==> config.mk <==
export PLATFORM = sky130hd
export DESIGN_NAME = hvd_phase
export DESIGN_NICKNAME = d
export VERILOG_FILES = /design/src/rtl/hvd_pkg.sv /design/src/rtl/hvd_phase.sv
export SDC_FILE = /design/constraint.sdc
export NUM_CORES = 1
export LEC_CHECK = 0
export ABC_CLOCK_PERIOD_IN_PS = 12300
export BUFFER_PORTS_ARGS = -buffer_cell sky130_fd_sc_hd__buf_2
export CAP_MARGIN = 10
export CORE_ASPECT_RATIO = 0.6
export CORE_MARGIN = 1
export CORE_UTILIZATION = 34
export DETAILED_ROUTE_END_ITERATION = 7
export GPL_ROUTABILITY_DRIVEN = 1
export GPL_TIMING_DRIVEN = 1
export HOLD_SLACK_MARGIN = 0.05
export PLACE_DENSITY = 0.53
export SLEW_MARGIN = 30
export SYNTH_ARGS = -nofsm -noshare
export SYNTH_HDL_FRONTEND = slang
export SYNTH_SLANG_ARGS = --single-unit
==> constraint.sdc <==
create_clock -name clk -period 12.3 [get_ports clk]
set_input_delay 1.23 -clock clk [delete_from_list [all_inputs] [get_ports clk]]
set_output_delay 1.23 -clock clk [all_outputs]
set_load 0.01 [all_outputs]
==> src/rtl/hvd_pkg.sv <==
`timescale 1ns / 1ps
// ----------------------------------------------------------------------------
// hvd_pkg
// Shared constants, the CORDIC arctangent table and common types for the
// haversine distance pipeline.
// ----------------------------------------------------------------------------
package hvd_pkg;

  typedef logic signed [31:0] q30_t;

  localparam int CORDIC_ITERS = 31;
  localparam int GAIN_Q30     = 652032875;
  localparam int ONE_Q30      = 1 << 30;
  localparam int PI_Q29       = 1686629713;
  localparam int DIST_MAX     = 52706100;
  localparam int RADIUS_RESET = 6371;

  // phase divider: numerator width, padded width, bits per stage
  localparam int PHASE_NUM_W = 38;
  localparam int DIV_PAD_W   = 40;
  localparam int DIV_STEP    = 4;
  localparam int DIV_REM_W   = 6;
  localparam int DIV_BASE    = 45;

  // square root: radicand and root widths
  localparam int SQ_IN_W = 61;
  localparam int ROOT_W  = 31;

  // arctangent of 2^-i as a fraction of a 2^32 turn
  localparam logic [29:0] ATAN_TURN [0:CORDIC_ITERS-1] = '{
    30'd536870912, 30'd316933406, 30'd167458907, 30'd85004756, 30'd42667331,
    30'd21354465, 30'd10679838, 30'd5340245, 30'd2670163, 30'd1335087,
    30'd667544, 30'd333772, 30'd166886, 30'd83443, 30'd41722, 30'd20861,
    30'd10430, 30'd5215, 30'd2608, 30'd1304, 30'd652, 30'd326, 30'd163,
    30'd81, 30'd41, 30'd20, 30'd10, 30'd5, 30'd3, 30'd1, 30'd1
  };

endpackage

==> src/rtl/hvd_phase.sv <==
`timescale 1ns / 1ps
// ----------------------------------------------------------------------------
// hvd_phase
// Pipelined floor division of a signed numerator by 45, giving a 32 bit
// turn phase. Four quotient bits per stage.
// ----------------------------------------------------------------------------
module hvd_phase import hvd_pkg::*; (
  input  logic                          clk,
  input  logic                          rst,
  input  logic                          in_valid,
  input  logic signed [PHASE_NUM_W-1:0] num,
  output logic                          out_valid,
  output logic [31:0]                   phase
);

  localparam int STAGES = DIV_PAD_W / DIV_STEP;

  function automatic logic [DIV_STEP+DIV_REM_W-1:0] div_step(
    input logic [DIV_REM_W-1:0] rem,
    input logic [DIV_STEP-1:0]  bits
  );
    logic [DIV_REM_W:0]    r;
    logic [DIV_STEP-1:0]   q;
    r = {1'b0, rem};
    q = '0;
    for (int k = DIV_STEP - 1; k >= 0; k--) begin
      r = {r[DIV_REM_W-1:0], bits[k]};
      if (r >= (DIV_REM_W+1)'(DIV_BASE)) begin
        r    = r - (DIV_REM_W+1)'(DIV_BASE);
        q[k] = 1'b1;
      end
    end
    return {q, r[DIV_REM_W-1:0]};
  endfunction

  logic signed [DIV_PAD_W-1:0] num_ext;
  logic                        neg_q   [0:STAGES];
  logic [DIV_PAD_W-1:0]        quo_q   [0:STAGES];
  logic [DIV_PAD_W-1:0]        num_q   [0:STAGES-1];
  logic [DIV_REM_W-1:0]        rem_q   [0:STAGES-1];
  logic                        valid_q [0:STAGES];

  assign num_ext = DIV_PAD_W'(num);

  // floor for negatives: -floor((-m + 44) / 45)
  always_ff @(posedge clk) begin
    if (rst) begin
      valid_q[0] <= 1'b0;
    end else begin
      valid_q[0] <= in_valid;
    end
    neg_q[0] <= num_ext[DIV_PAD_W-1];
    num_q[0] <= num_ext[DIV_PAD_W-1] ? DIV_PAD_W'(DIV_BASE - 1) - num_ext : num_ext;
    rem_q[0] <= '0;
    quo_q[0] <= '0;
  end

  for (genvar s = 1; s <= STAGES; s++) begin : g_stage
    logic [DIV_STEP+DIV_REM_W-1:0] step;
    assign step = div_step(rem_q[s-1], num_q[s-1][DIV_PAD_W-1 -: DIV_STEP]);

    always_ff @(posedge clk) begin
      if (rst) begin
        valid_q[s] <= 1'b0;
      end else begin
        valid_q[s] <= valid_q[s-1];
      end
      neg_q[s] <= neg_q[s-1];
      quo_q[s] <= {quo_q[s-1][DIV_PAD_W-DIV_STEP-1:0], step[DIV_STEP+DIV_REM_W-1 -: DIV_STEP]};
    end

    if (s < STAGES) begin : g_more
      always_ff @(posedge clk) begin
        num_q[s] <= num_q[s-1] << DIV_STEP;
        rem_q[s] <= step[DIV_REM_W-1:0];
      end
    end
  end

  always_ff @(posedge clk) begin
    if (rst) begin
      out_valid <= 1'b0;
    end else begin
      out_valid <= valid_q[STAGES];
    end
    phase <= neg_q[STAGES] ? 32'd0 - quo_q[STAGES][31:0] : quo_q[STAGES][31:0];
  end

endmodule

Word level (Yosys, flattened, before mapping)
Memories as Yosys holds them, arrays and structs flattened. A register that Yosys moved wholly into a read port is not among the register bits.
Index checks and enable logic that the tools add are counted.
{"block": "word_totals", "n_memories": 5, "out_inout_bits": 33, "input_bits": 41, "reg_bits": 32, "mem_bits_rw": 922}
{"block": "classes", "mux": 95, "n_addsub": 41, "n_lt_le_gt_ge": 40, "bitwise_logic": 11}
{"name": "quo_q", "depth": 11, "width": 40, "read_ports": 11, "rd_clocked_by_memory_dff": 0, "write_ports": 11, "line": "hvd_phase.sv:38", "rtl": "logic [DIV_PAD_W-1:0] quo_q [0:STAGES];"}
{"name": "num_q", "depth": 10, "width": 40, "read_ports": 10, "rd_clocked_by_memory_dff": 0, "write_ports": 10, "line": "hvd_phase.sv:39", "rtl": "logic [DIV_PAD_W-1:0] num_q [0:STAGES-1];"}
{"name": "rem_q", "depth": 10, "width": 6, "read_ports": 10, "rd_clocked_by_memory_dff": 0, "write_ports": 10, "line": "hvd_phase.sv:40", "rtl": "logic [DIV_REM_W-1:0] rem_q [0:STAGES-1];"}
{"name": "neg_q", "depth": 11, "width": 1, "read_ports": 11, "rd_clocked_by_memory_dff": 0, "write_ports": 11, "line": "hvd_phase.sv:37", "rtl": "logic neg_q [0:STAGES];"}
{"name": "valid_q", "depth": 11, "width": 1, "read_ports": 11, "rd_clocked_by_memory_dff": 1, "write_ports": 11, "line": "hvd_phase.sv:41", "rtl": "logic valid_q [0:STAGES];"}
{"op": "7-bit by 6-bit greater-or-equal comparator with 1-bit output (second input constant)", "n": 40}
{"op": "6-bit 2-to-1 mux", "n": 39}
{"op": "6-bit subtractor (second input constant)", "n": 39}
{"op": "1-bit 2-to-1 mux", "n": 54}
{"op": "40-bit 2-to-1 mux", "n": 1}
{"op": "7-bit by 38-bit subtractor with 39-bit output (first input constant)", "n": 1}
{"op": "32-bit 2-to-1 mux", "n": 1}
{"op": "1-bit by 32-bit subtractor with 32-bit output (first input constant)", "n": 1}
{"op": "1-bit bitwise OR", "n": 11}

Longest topological paths before layout
Gate-level depths: netlist (run 1).
An unclocked memory read counts as a cell.
{"block": "depth", "ltp_word": 9, "ltp_mapped": 25, "depth_no_buf": 25}

Least setup slack after synthesis (run 1)
No wires, ideal clock.
{"block": "synth_path", "path_kind": "flip-flop to flip-flop", "startpoint": "memory rem_q[8][0]", "endpoint": "memory rem_q[9][1]", "path_slack_ns": 7.203, "arrival_ns": 5.025, "path_buffers": 0, "t_required_ns": 12.228, "path_stages_with_launch": 26, "period_less_slack_ns": 5.097, "path_cell_list": "dfxtp_1 > inv_1 > ha_1 > or4_4 > a31oi_4 > nor2_1 > a21oi_1 > ha_1 > inv_1 > o32a_1 > o211ai_2 > nor2_1 > a21o_2 > xnor2_1 > ha_1 > nand2_1 > a2111oi_0 > a31oi_1 > o311ai_4 > nand2_4 > xnor2_2 > ha_1 > inv_1 > a311oi_2 > or2_4 > mux2i_1"}
{"item": "from (decl)", "line": "hvd_phase.sv:40"}

==> qor.txt, run 1 <==
Status -> finished clean
Post-synth EDFFs -> 0
GRT Residual Overflow -> 0
Post-CTS Resized -> 0
Clock Sinks -> 469
R2r startpoint -> rem_q[8][0]$_DFF_P_
Chip Width -> 306 µm
CP delay by family, top -> compound AO/OA/AOI/OAI gates
Row count -> 66
Synth Net Count -> 1953
P&R area growth vs syn -> 14.0%
CP Launch Type -> flip-flop
Max Cap Violations -> 0
Max Slew Vio Count -> 0
Root Buffer -> clkbuf_16
Full die area -> 0.0563 mm²
Post-CTS Hold Buffers -> 0
Cells after Synth -> 1850
Max clock buf depth -> 3
Worst Path Arrival -> 6310 ps
Crit path kind -> flip-flop to flip-flop
R2R depth -> 25
Crit path required time -> 12780 ps
Syn. warnings -> 0
CTS buffer count -> 45
Overall Global Routing Usage -> 0.134
End of the worst register-to-register path -> rem_q[9][1]$_DFF_P_
Met1 Track Usage GR -> 0.216
Residual DRC -> 0
Antenna diodes -> 0
GRT met3 Usage -> 0.0312
Highest-count cells in the layout ignoring fill and taps -> 468 x dfxtp_1, 127 x xnor2_1, 115 x nor2_1
Hold path depth -> 0
Number of nets in the layout -> 2033
CP bufs+invs -> 3
Wire length per cell -> 14.3 µm
Initial core utilization -> 0.345
Hold EP -> num_q[3][39]$_DFF_P_
Final Hold Viols -> 0
Number of global-route vias before repair -> 11892
TNS Setup -> 0 ps
Slew Limit Headroom -> 0.418
Crit path largest cell delay -> 570 ps
Most used routing layer -> met1
Worst path slowest cell -> or4_4
R2r setup slk -> 6470 ps
Chip height -> 184 µm
Final Skew -> 18.9 ps
Antenna violations before repair -> 0
Core area -> 0.0544 mm²
Slew @ Worst Pin -> 874 ps
CTS tree -> done
Worst skew pair latency -> 560 ps
Share of cells above drive strength 1 -> 0.134
RSZ-0062 raised after global routing -> false
Crit path capture type -> flip-flop
Seq/Total Area, Yosys -> 0.499
Antenna-violating nets left -> 0
IO Count -> 74
Final Setup Violations -> 0
CTS clk-pin slew, worst paths -> 70 ps
Drt first pass iters -> 5
Final min period -> 5830 ps
Seq cells post-synth -> 469
Crit path max fanout -> 8
Most used cell along the critical path -> ha_1
IO buf count -> 73
Min-delay worst type -> flip-flop to flip-flop
Mean Syn Cell Area -> 10.2 µm²
Max Clk Rate -> 171 MHz
First-pass GRT wire length -> 62.3 mm
Distinct cells, synth -> 123
Vias -> 13187
Most common cell after layout, fill and taps aside -> dfxtp_1
GPL Wtd Cong -> 0.858
WHS -> 320 ps
Tcrit/Tclk final -> 0.474
Setup Fix Bufs, Post-CTS -> 0
Drt first-iter violations -> 1008
Mapped cell area -> 0.0188 mm²
DR vias/cell -> 4.92
Drt total wl -> 38.3 mm
FFs w/ async S/R, synth -> 0
GR Layer Usage met2 -> 0.173
Largest net degree at the start of global routing -> 40
Hold path startpoint -> num_q[2][35]$_DFF_P_
Detail Placement HPWL -> 28.4 mm
Primary FF master, synth -> dfxtp_1
H-tree depth -> 2
==> logic make-up (layout without fill, tap and decap cells) <==
kind of cell | count (synthesis) | count (layout) | share of synthesized area
AOI/OAI and AO/OA | 462 | 462 | 0.181
xor gates and xnor gates | 151 | 151 | 0.0711
adders and majority gates | 62 | 62 | 0.0413
buffers and inverters | 140 | 254 | 0.0318
DFF | 469 | 469 | 0.499
muxes | 64 | 64 | 0.0361
other | 1 | 1 | 0.000199
and+or+nand+nor | 501 | 501 | 0.139
==> synth_stat cells, drive strengths merged (13+ instances only) <==
master,number,share of area
a21oi,81,0.022
o31ai,31,0.013
o211ai,14,0.0059
nor3,39,0.011
o21a,20,0.0082
ha,62,0.041
xnor2,130,0.061
o22ai,13,0.0050
buf,16,0.0054
a211oi,21,0.010
nand3,37,0.0098
a31oi,31,0.013
inv,98,0.020
o21ai,101,0.027
nand2b,19,0.0063
nand2,111,0.023
dfxtp,469,0.50
clkbuf,24,0.0059
or4,22,0.0091
or2,21,0.0073
or3,18,0.0060
xor2,21,0.0098
and2,15,0.0050
nor2,116,0.024
a21o,18,0.0077
nor4,18,0.0063
mux2i,43,0.023
mux2,21,0.013
nor2b,28,0.0097
==> routing by layer <==
metal	share of wire	vias up
met2	0.36	315
met5	0	-
met3	0.064	47
li1	-	6777
met1	0.56	6048
met4	0.014	0
==> registers in the layout, summed over array words and instances (netlist names) <==
name and flops:
out_valid 1, valid_q 11, num_q 219, quo_q 144
phase 32, rem_q 51, neg_q 11
==> stage by stage <==
step	cell area, µm²	worst slack [ps]	std cells	util
floorplan	18800	7200	1850	-
global placement	19800	6730	2597	0.365
detailed placement	19900	6580	2597	0.365
CTS	21400	6540	2678	0.394
global route	21400	5950	2678	0.394
finish	21400	6470	2678	0.394
==> worst max-delay path by stage <==
stage,depth (start not counted),startpoint,endpoint,slack (ps)
3_3_place_gp,25,rem_q[8][0]$_DFF_P_,rem_q[9][1]$_DFF_P_,6730
3_5_place_dp,25,rem_q[8][0]$_DFF_P_,rem_q[9][1]$_DFF_P_,6580
5_1_grt,25,rem_q[8][0]$_DFF_P_,rem_q[9][1]$_DFF_P_,5950
4_1_cts,25,rem_q[8][0]$_DFF_P_,rem_q[9][1]$_DFF_P_,6540
2_1_floorplan,25,rem_q[8][0]$_DFF_P_,rem_q[9][1]$_DFF_P_,7200
6_report,25,rem_q[8][0]$_DFF_P_,rem_q[9][1]$_DFF_P_,6470
==> layout make-up <==
cell class	count	area [µm²]
Fill cell	5216	33000
Sequential cell	469	9390
Multi-Input combinational cell	1241	8830
Clock buffer	59	1270
Tap cell	714	893
Inverter	99	374
Timing Repair Buffer	74	373
Clock inverter	22	298
Power of run 1 is not shown: default switching activity piles up to over one toggle a cycle in this logic, so the estimate is an artifact.
==> inputs of run 2 (changes only) <==
--- a/config.mk
+++ b/config.mk
@@ -5,7 +5,7 @@
 export SDC_FILE = /design/constraint.sdc
 export NUM_CORES = 1
 export LEC_CHECK = 0
-export ABC_CLOCK_PERIOD_IN_PS = 12300
+export ABC_CLOCK_PERIOD_IN_PS = 5800
 export BUFFER_PORTS_ARGS = -buffer_cell sky130_fd_sc_hd__buf_2
 export CAP_MARGIN = 10
 export CORE_ASPECT_RATIO = 0.6
==> constraint.sdc (replaced) <==
create_clock -name clk -period 5.8 [get_ports clk]
set_input_delay 0.58 -clock clk [delete_from_list [all_inputs] [get_ports clk]]
set_output_delay 0.58 -clock clk [all_outputs]
set_load 0.01 [all_outputs]
==> qor.txt, run 2 (synthesis results as in run 1) <==
Status -> finished clean
Share of cells above drive strength 1 -> 0.143
Clock Sinks -> 469
Crit path capture type -> flip-flop
IO buf count -> 73
Initial core utilization -> 0.345
Setup Fix Bufs, Post-CTS -> 0
IO Count -> 74
Most common cell after layout, fill and taps aside -> dfxtp_1
CP Launch Type -> flip-flop
Crit path required time -> 6280 ps
PnR worst setup slack -> 356 ps
Final Skew -> 13.7 ps
P&R area growth vs syn -> 14.7%
GRT Residual Overflow -> 0
Max clock buf depth -> 3
Vias -> 13292
R2r startpoint -> rem_q[4][0]$_DFF_P_
DP Cell Count -> 2610
Filler cells -> 5197
Launch point of the worst path -> rem_q[4][0]$_DFF_P_
Worst skew pair latency -> 550 ps
TNS Setup -> 0 ps
CTS buffer count -> 44
Drt total wl -> 38.9 mm
CTS tree -> done
Number of global-route vias before repair -> 11905
Place WS -> 157 ps
Worst Path Arrival -> 5920 ps
Largest net degree at the start of global routing -> 40
Chip height -> 184 µm
Number of nets in the layout -> 2045
Antenna diodes -> 0
Antenna-violating nets left -> 0
H-tree depth -> 2
Drt first-iter violations -> 1076
Residual DRC -> 0
Slew @ Worst Pin -> 885 ps
Final Hold Viols -> 0
Core area -> 0.0544 mm²
Final Setup Violations -> 0
Max reg flops -> 219
Slew Limit Headroom -> 0.401
Wire length per cell -> 14.4 µm
Highest-count cells in the layout ignoring fill and taps -> 467 x dfxtp_1, 125 x xnor2_1, 115 x nor2_1
Tcrit/Tclk final -> 0.939
Biggest register -> num_q
Chip Width -> 306 µm
Min-delay worst type -> primary input to flip-flop
Post-CTS Resized -> 0
Full die area -> 0.0563 mm²
Overall Global Routing Usage -> 0.136
Max Cap Violations -> 0
First-pass GRT wire length -> 62.8 mm
Layout Utilization -> 0.396
Crit path max fanout -> 7
Crit path kind -> flip-flop to flip-flop
DR vias/cell -> 4.94
Row count -> 66
Antenna violations before repair -> 4
Final min period -> 5440 ps
CTS clk-pin slew, worst paths -> 70 ps
Drt first pass iters -> 5
Post-CTS Hold Buffers -> 0
GPL Wtd Cong -> 0.881
Final cell count without fillers -> 2690
Max Clk Rate -> 184 MHz
Detail Placement HPWL -> 29.1 mm
Hold path startpoint -> num[0]
Max Slew Vio Count -> 0
Root Buffer -> clkbuf_16
Top Registers -> num_q: 219 flops, quo_q: 144 flops, rem_q: 51 flops
[run 2: cell type report]
cell class | instances | area (µm²) | area share
clock buffer | 54 | 1200 | 0.0556
clock inverter | 26 | 374 | 0.0173
inverter | 99 | 374 | 0.0173
multi-input combinational | 1241 | 8870 | 0.411
sequential | 469 | 9390 | 0.435
tap | 714 | 893 | 0.0414
timing repair buffer | 87 | 470 | 0.0218
[run 2: path summary, 6_finish.rpt]
kind / endpoint / slack, ps / cells after the start
setup / recovery: rem_q[5][1]$_DFF_P_ / 360 / 22
hold / removal: num_q[0][0]$_DFF_P_ / 180 / 1
hold reg to reg: num_q[7][35]$_DFF_P_ / 320 / 0
setup reg to reg: rem_q[5][1]$_DFF_P_ / 360 / 22
[run 2: per-stage QoR]
stage	hold WS (ps)	area, µm²
floorplan	310	18800
global placement	309	19900
detailed placement	312	19900
CTS	150	21500
global route	168	21600
finish	179	21600
[run 2: layer usage]
metal | GRT usage | share of wire | up-vias
met4 | 0.0324 | 0.017 | 0
met3 | 0.0312 | 0.073 | 58
met1 | 0.221 | 0.56 | 6053
met5 | 0 | 0 | -
li1 | - | - | 6811
met2 | 0.171 | 0.35 | 370
[run 2: critical path, cell delays in order, from the launching register on]
cell,delay [ps]
dfxtp_1,370
inv_1,100
ha_1,190
or3_1,410
a21boi_2,300
inv_1,130
nor3_1,290
o22ai_2,180
a21o_1,260
inv_1,180
xnor2_1,220
ha_1,260
or4b_1,460
a221oi_1,280
a31o_2,160
o31ai_2,80
nand2_2,190
xnor2_1,200
inv_1,140
ha_1,200
o311a_1,390
nor2b_4,180
mux2i_1,210
Power of run 2 is left out for the same reason.
==> inputs of run 3 (changes only) <==
--- a/config.mk
+++ b/config.mk
@@ -15,7 +15,7 @@
 export GPL_ROUTABILITY_DRIVEN = 1
 export GPL_TIMING_DRIVEN = 1
 export HOLD_SLACK_MARGIN = 0.05
-export PLACE_DENSITY = 0.53
+export PLACE_DENSITY = 0.6
 export SLEW_MARGIN = 30
 export SYNTH_ARGS = -nofsm -noshare
 export SYNTH_HDL_FRONTEND = slang
==> qor.txt, run 3 (synthesis results as in run 1) <==
Max clock buf depth -> 3
Core area -> 0.0544 mm²
Antenna-violating nets left -> 0
Crit path required time -> 6230 ps
P&R area growth vs syn -> 13.9%
Most common cell after layout, fill and taps aside -> dfxtp_1
Crit path capture type -> flip-flop
Post-CTS Resized -> 0
Crit path kind -> flip-flop to flip-flop
Row count -> 66
Root Buffer -> clkbuf_16
IO buf count -> 73
CTS clk-pin slew, worst paths -> 60 ps
Vias -> 13502
Crit path max fanout -> 11
Design area -> 0.0214 mm²
DR vias/cell -> 5.03
Drt first pass iters -> 5
Chip height -> 184 µm
Status -> finished clean
Final Setup Violations -> 0
Drt total wl -> 38.2 mm
TNS Setup -> 0 ps
Number of nets in the layout -> 2038
Filler cells -> 5177
CTS tree -> done
Wire length per cell -> 14.2 µm
Max Cap Violations -> 0
Overall Global Routing Usage -> 0.133
Antenna violations before repair -> 3
Slew @ Worst Pin -> 925 ps
Final Hold Viols -> 0
Share of cells above drive strength 1 -> 0.137
Clock Sinks -> 469
Worst skew pair latency -> 550 ps
Max Clk Rate -> 184 MHz
Drt first-iter violations -> 1094
Slew Limit Headroom -> 0.383
WHS -> 165 ps
Full die area -> 0.0563 mm²
Place WS -> 193 ps
H-tree depth -> 2
CTS buffer count -> 44
Initial core utilization -> 0.345
Final min period -> 5440 ps
GRT Residual Overflow -> 0
GPL Wtd Cong -> 0.870
Residual DRC -> 0
Placed inst area -> 0.0199 mm²
Post-CTS Hold Buffers -> 0
Number of global-route vias before repair -> 12161
Multi-input gate area -> 0.00889 mm²
Storage cell area -> 0.00939 mm²
Detail Placement HPWL -> 28.3 mm
Highest-count cells in the layout ignoring fill and taps -> 467 x dfxtp_1, 124 x xnor2_1, 115 x nor2_1
CP Launch Type -> flip-flop
Biggest register -> num_q
Chip Width -> 306 µm
Min-delay worst type -> primary input to flip-flop
Setup Fix Bufs, Post-CTS -> 0
Top Registers -> num_q: 219 flops, quo_q: 144 flops, rem_q: 51 flops
Tcrit/Tclk final -> 0.938
Largest net degree at the start of global routing -> 40
RSZ-0062 raised after global routing -> false
First-pass GRT wire length -> 62.2 mm
Max reg flops -> 219
Worst Path Arrival -> 5870 ps
Max Slew Vio Count -> 0
IO Count -> 74
PnR worst setup slack -> 359 ps
Final Skew -> 18.3 ps
run 3: cell count changes in the layout (fill, tap and decap cells not counted), moves of 2 or more:
cell,change
bufinv_16,-5
buf_4,-7
clkinvlp_4,-2
clkbuf_1,+6
inv_6,-2
diode_2,+2
run 3: final cells by class:
type	instances	area share
multi-input combinational	1241	0.415
clock buffer	61	0.0582
clock inverter	17	0.00923
timing repair buffer	80	0.0195
inverter	99	0.0175
antenna	2	0.000234
tap	714	0.0417
sequential	469	0.439
run 3: worst max-delay path, stage by stage, from the launching register on:
cell and delay, ps:
dfxtp_1 430, inv_1 140, ha_1 200, nor3_1 180, o21a_2 330, xnor2_2 230
ha_1 220, nor2_1 40, o2bb2ai_1 150, o21a_2 300, xnor2_2 210, ha_1 220
nor3_1 170, mux2i_1 130, a211oi_2 460, or2_4 240, xnor2_1 180, ha_1 240
nand2b_1 110, nor4_1 50, a211o_1 270, or4b_1 510, a221oi_1 300
run 3: final timing paths:
check	startpoint	to	slack (ps)	cells after the start
hold reg to reg	quo_q[7][2]$_DFF_P_	quo_q[8][6]$_DFF_P_	320	0
setup reg to reg	rem_q[6][0]$_DFF_P_	rem_q[7][4]$_DFF_P_	360	22
setup / recovery	rem_q[6][0]$_DFF_P_	rem_q[7][4]$_DFF_P_	360	22
hold / removal	num[0]	num_q[0][0]$_DFF_P_	170	1
run 3: per-layer routing:
metal	routed length [µm]	global-route usage	up-vias
li1	-	-	6791
met4	737	0.0364	2
met2	14300	0.179	410
met5	14	0	-
met1	20600	0.206	6245
met3	2560	0.0293	54
run 3: stage by stage:
step	cells	utilization
after global routing	2682	0.394
final	2683	0.394
after CTS	2681	0.392
after floorplan	1850	-
after global placement	2603	0.365
after detailed placement	2603	0.365
Power of run 3 is left out for the same reason.
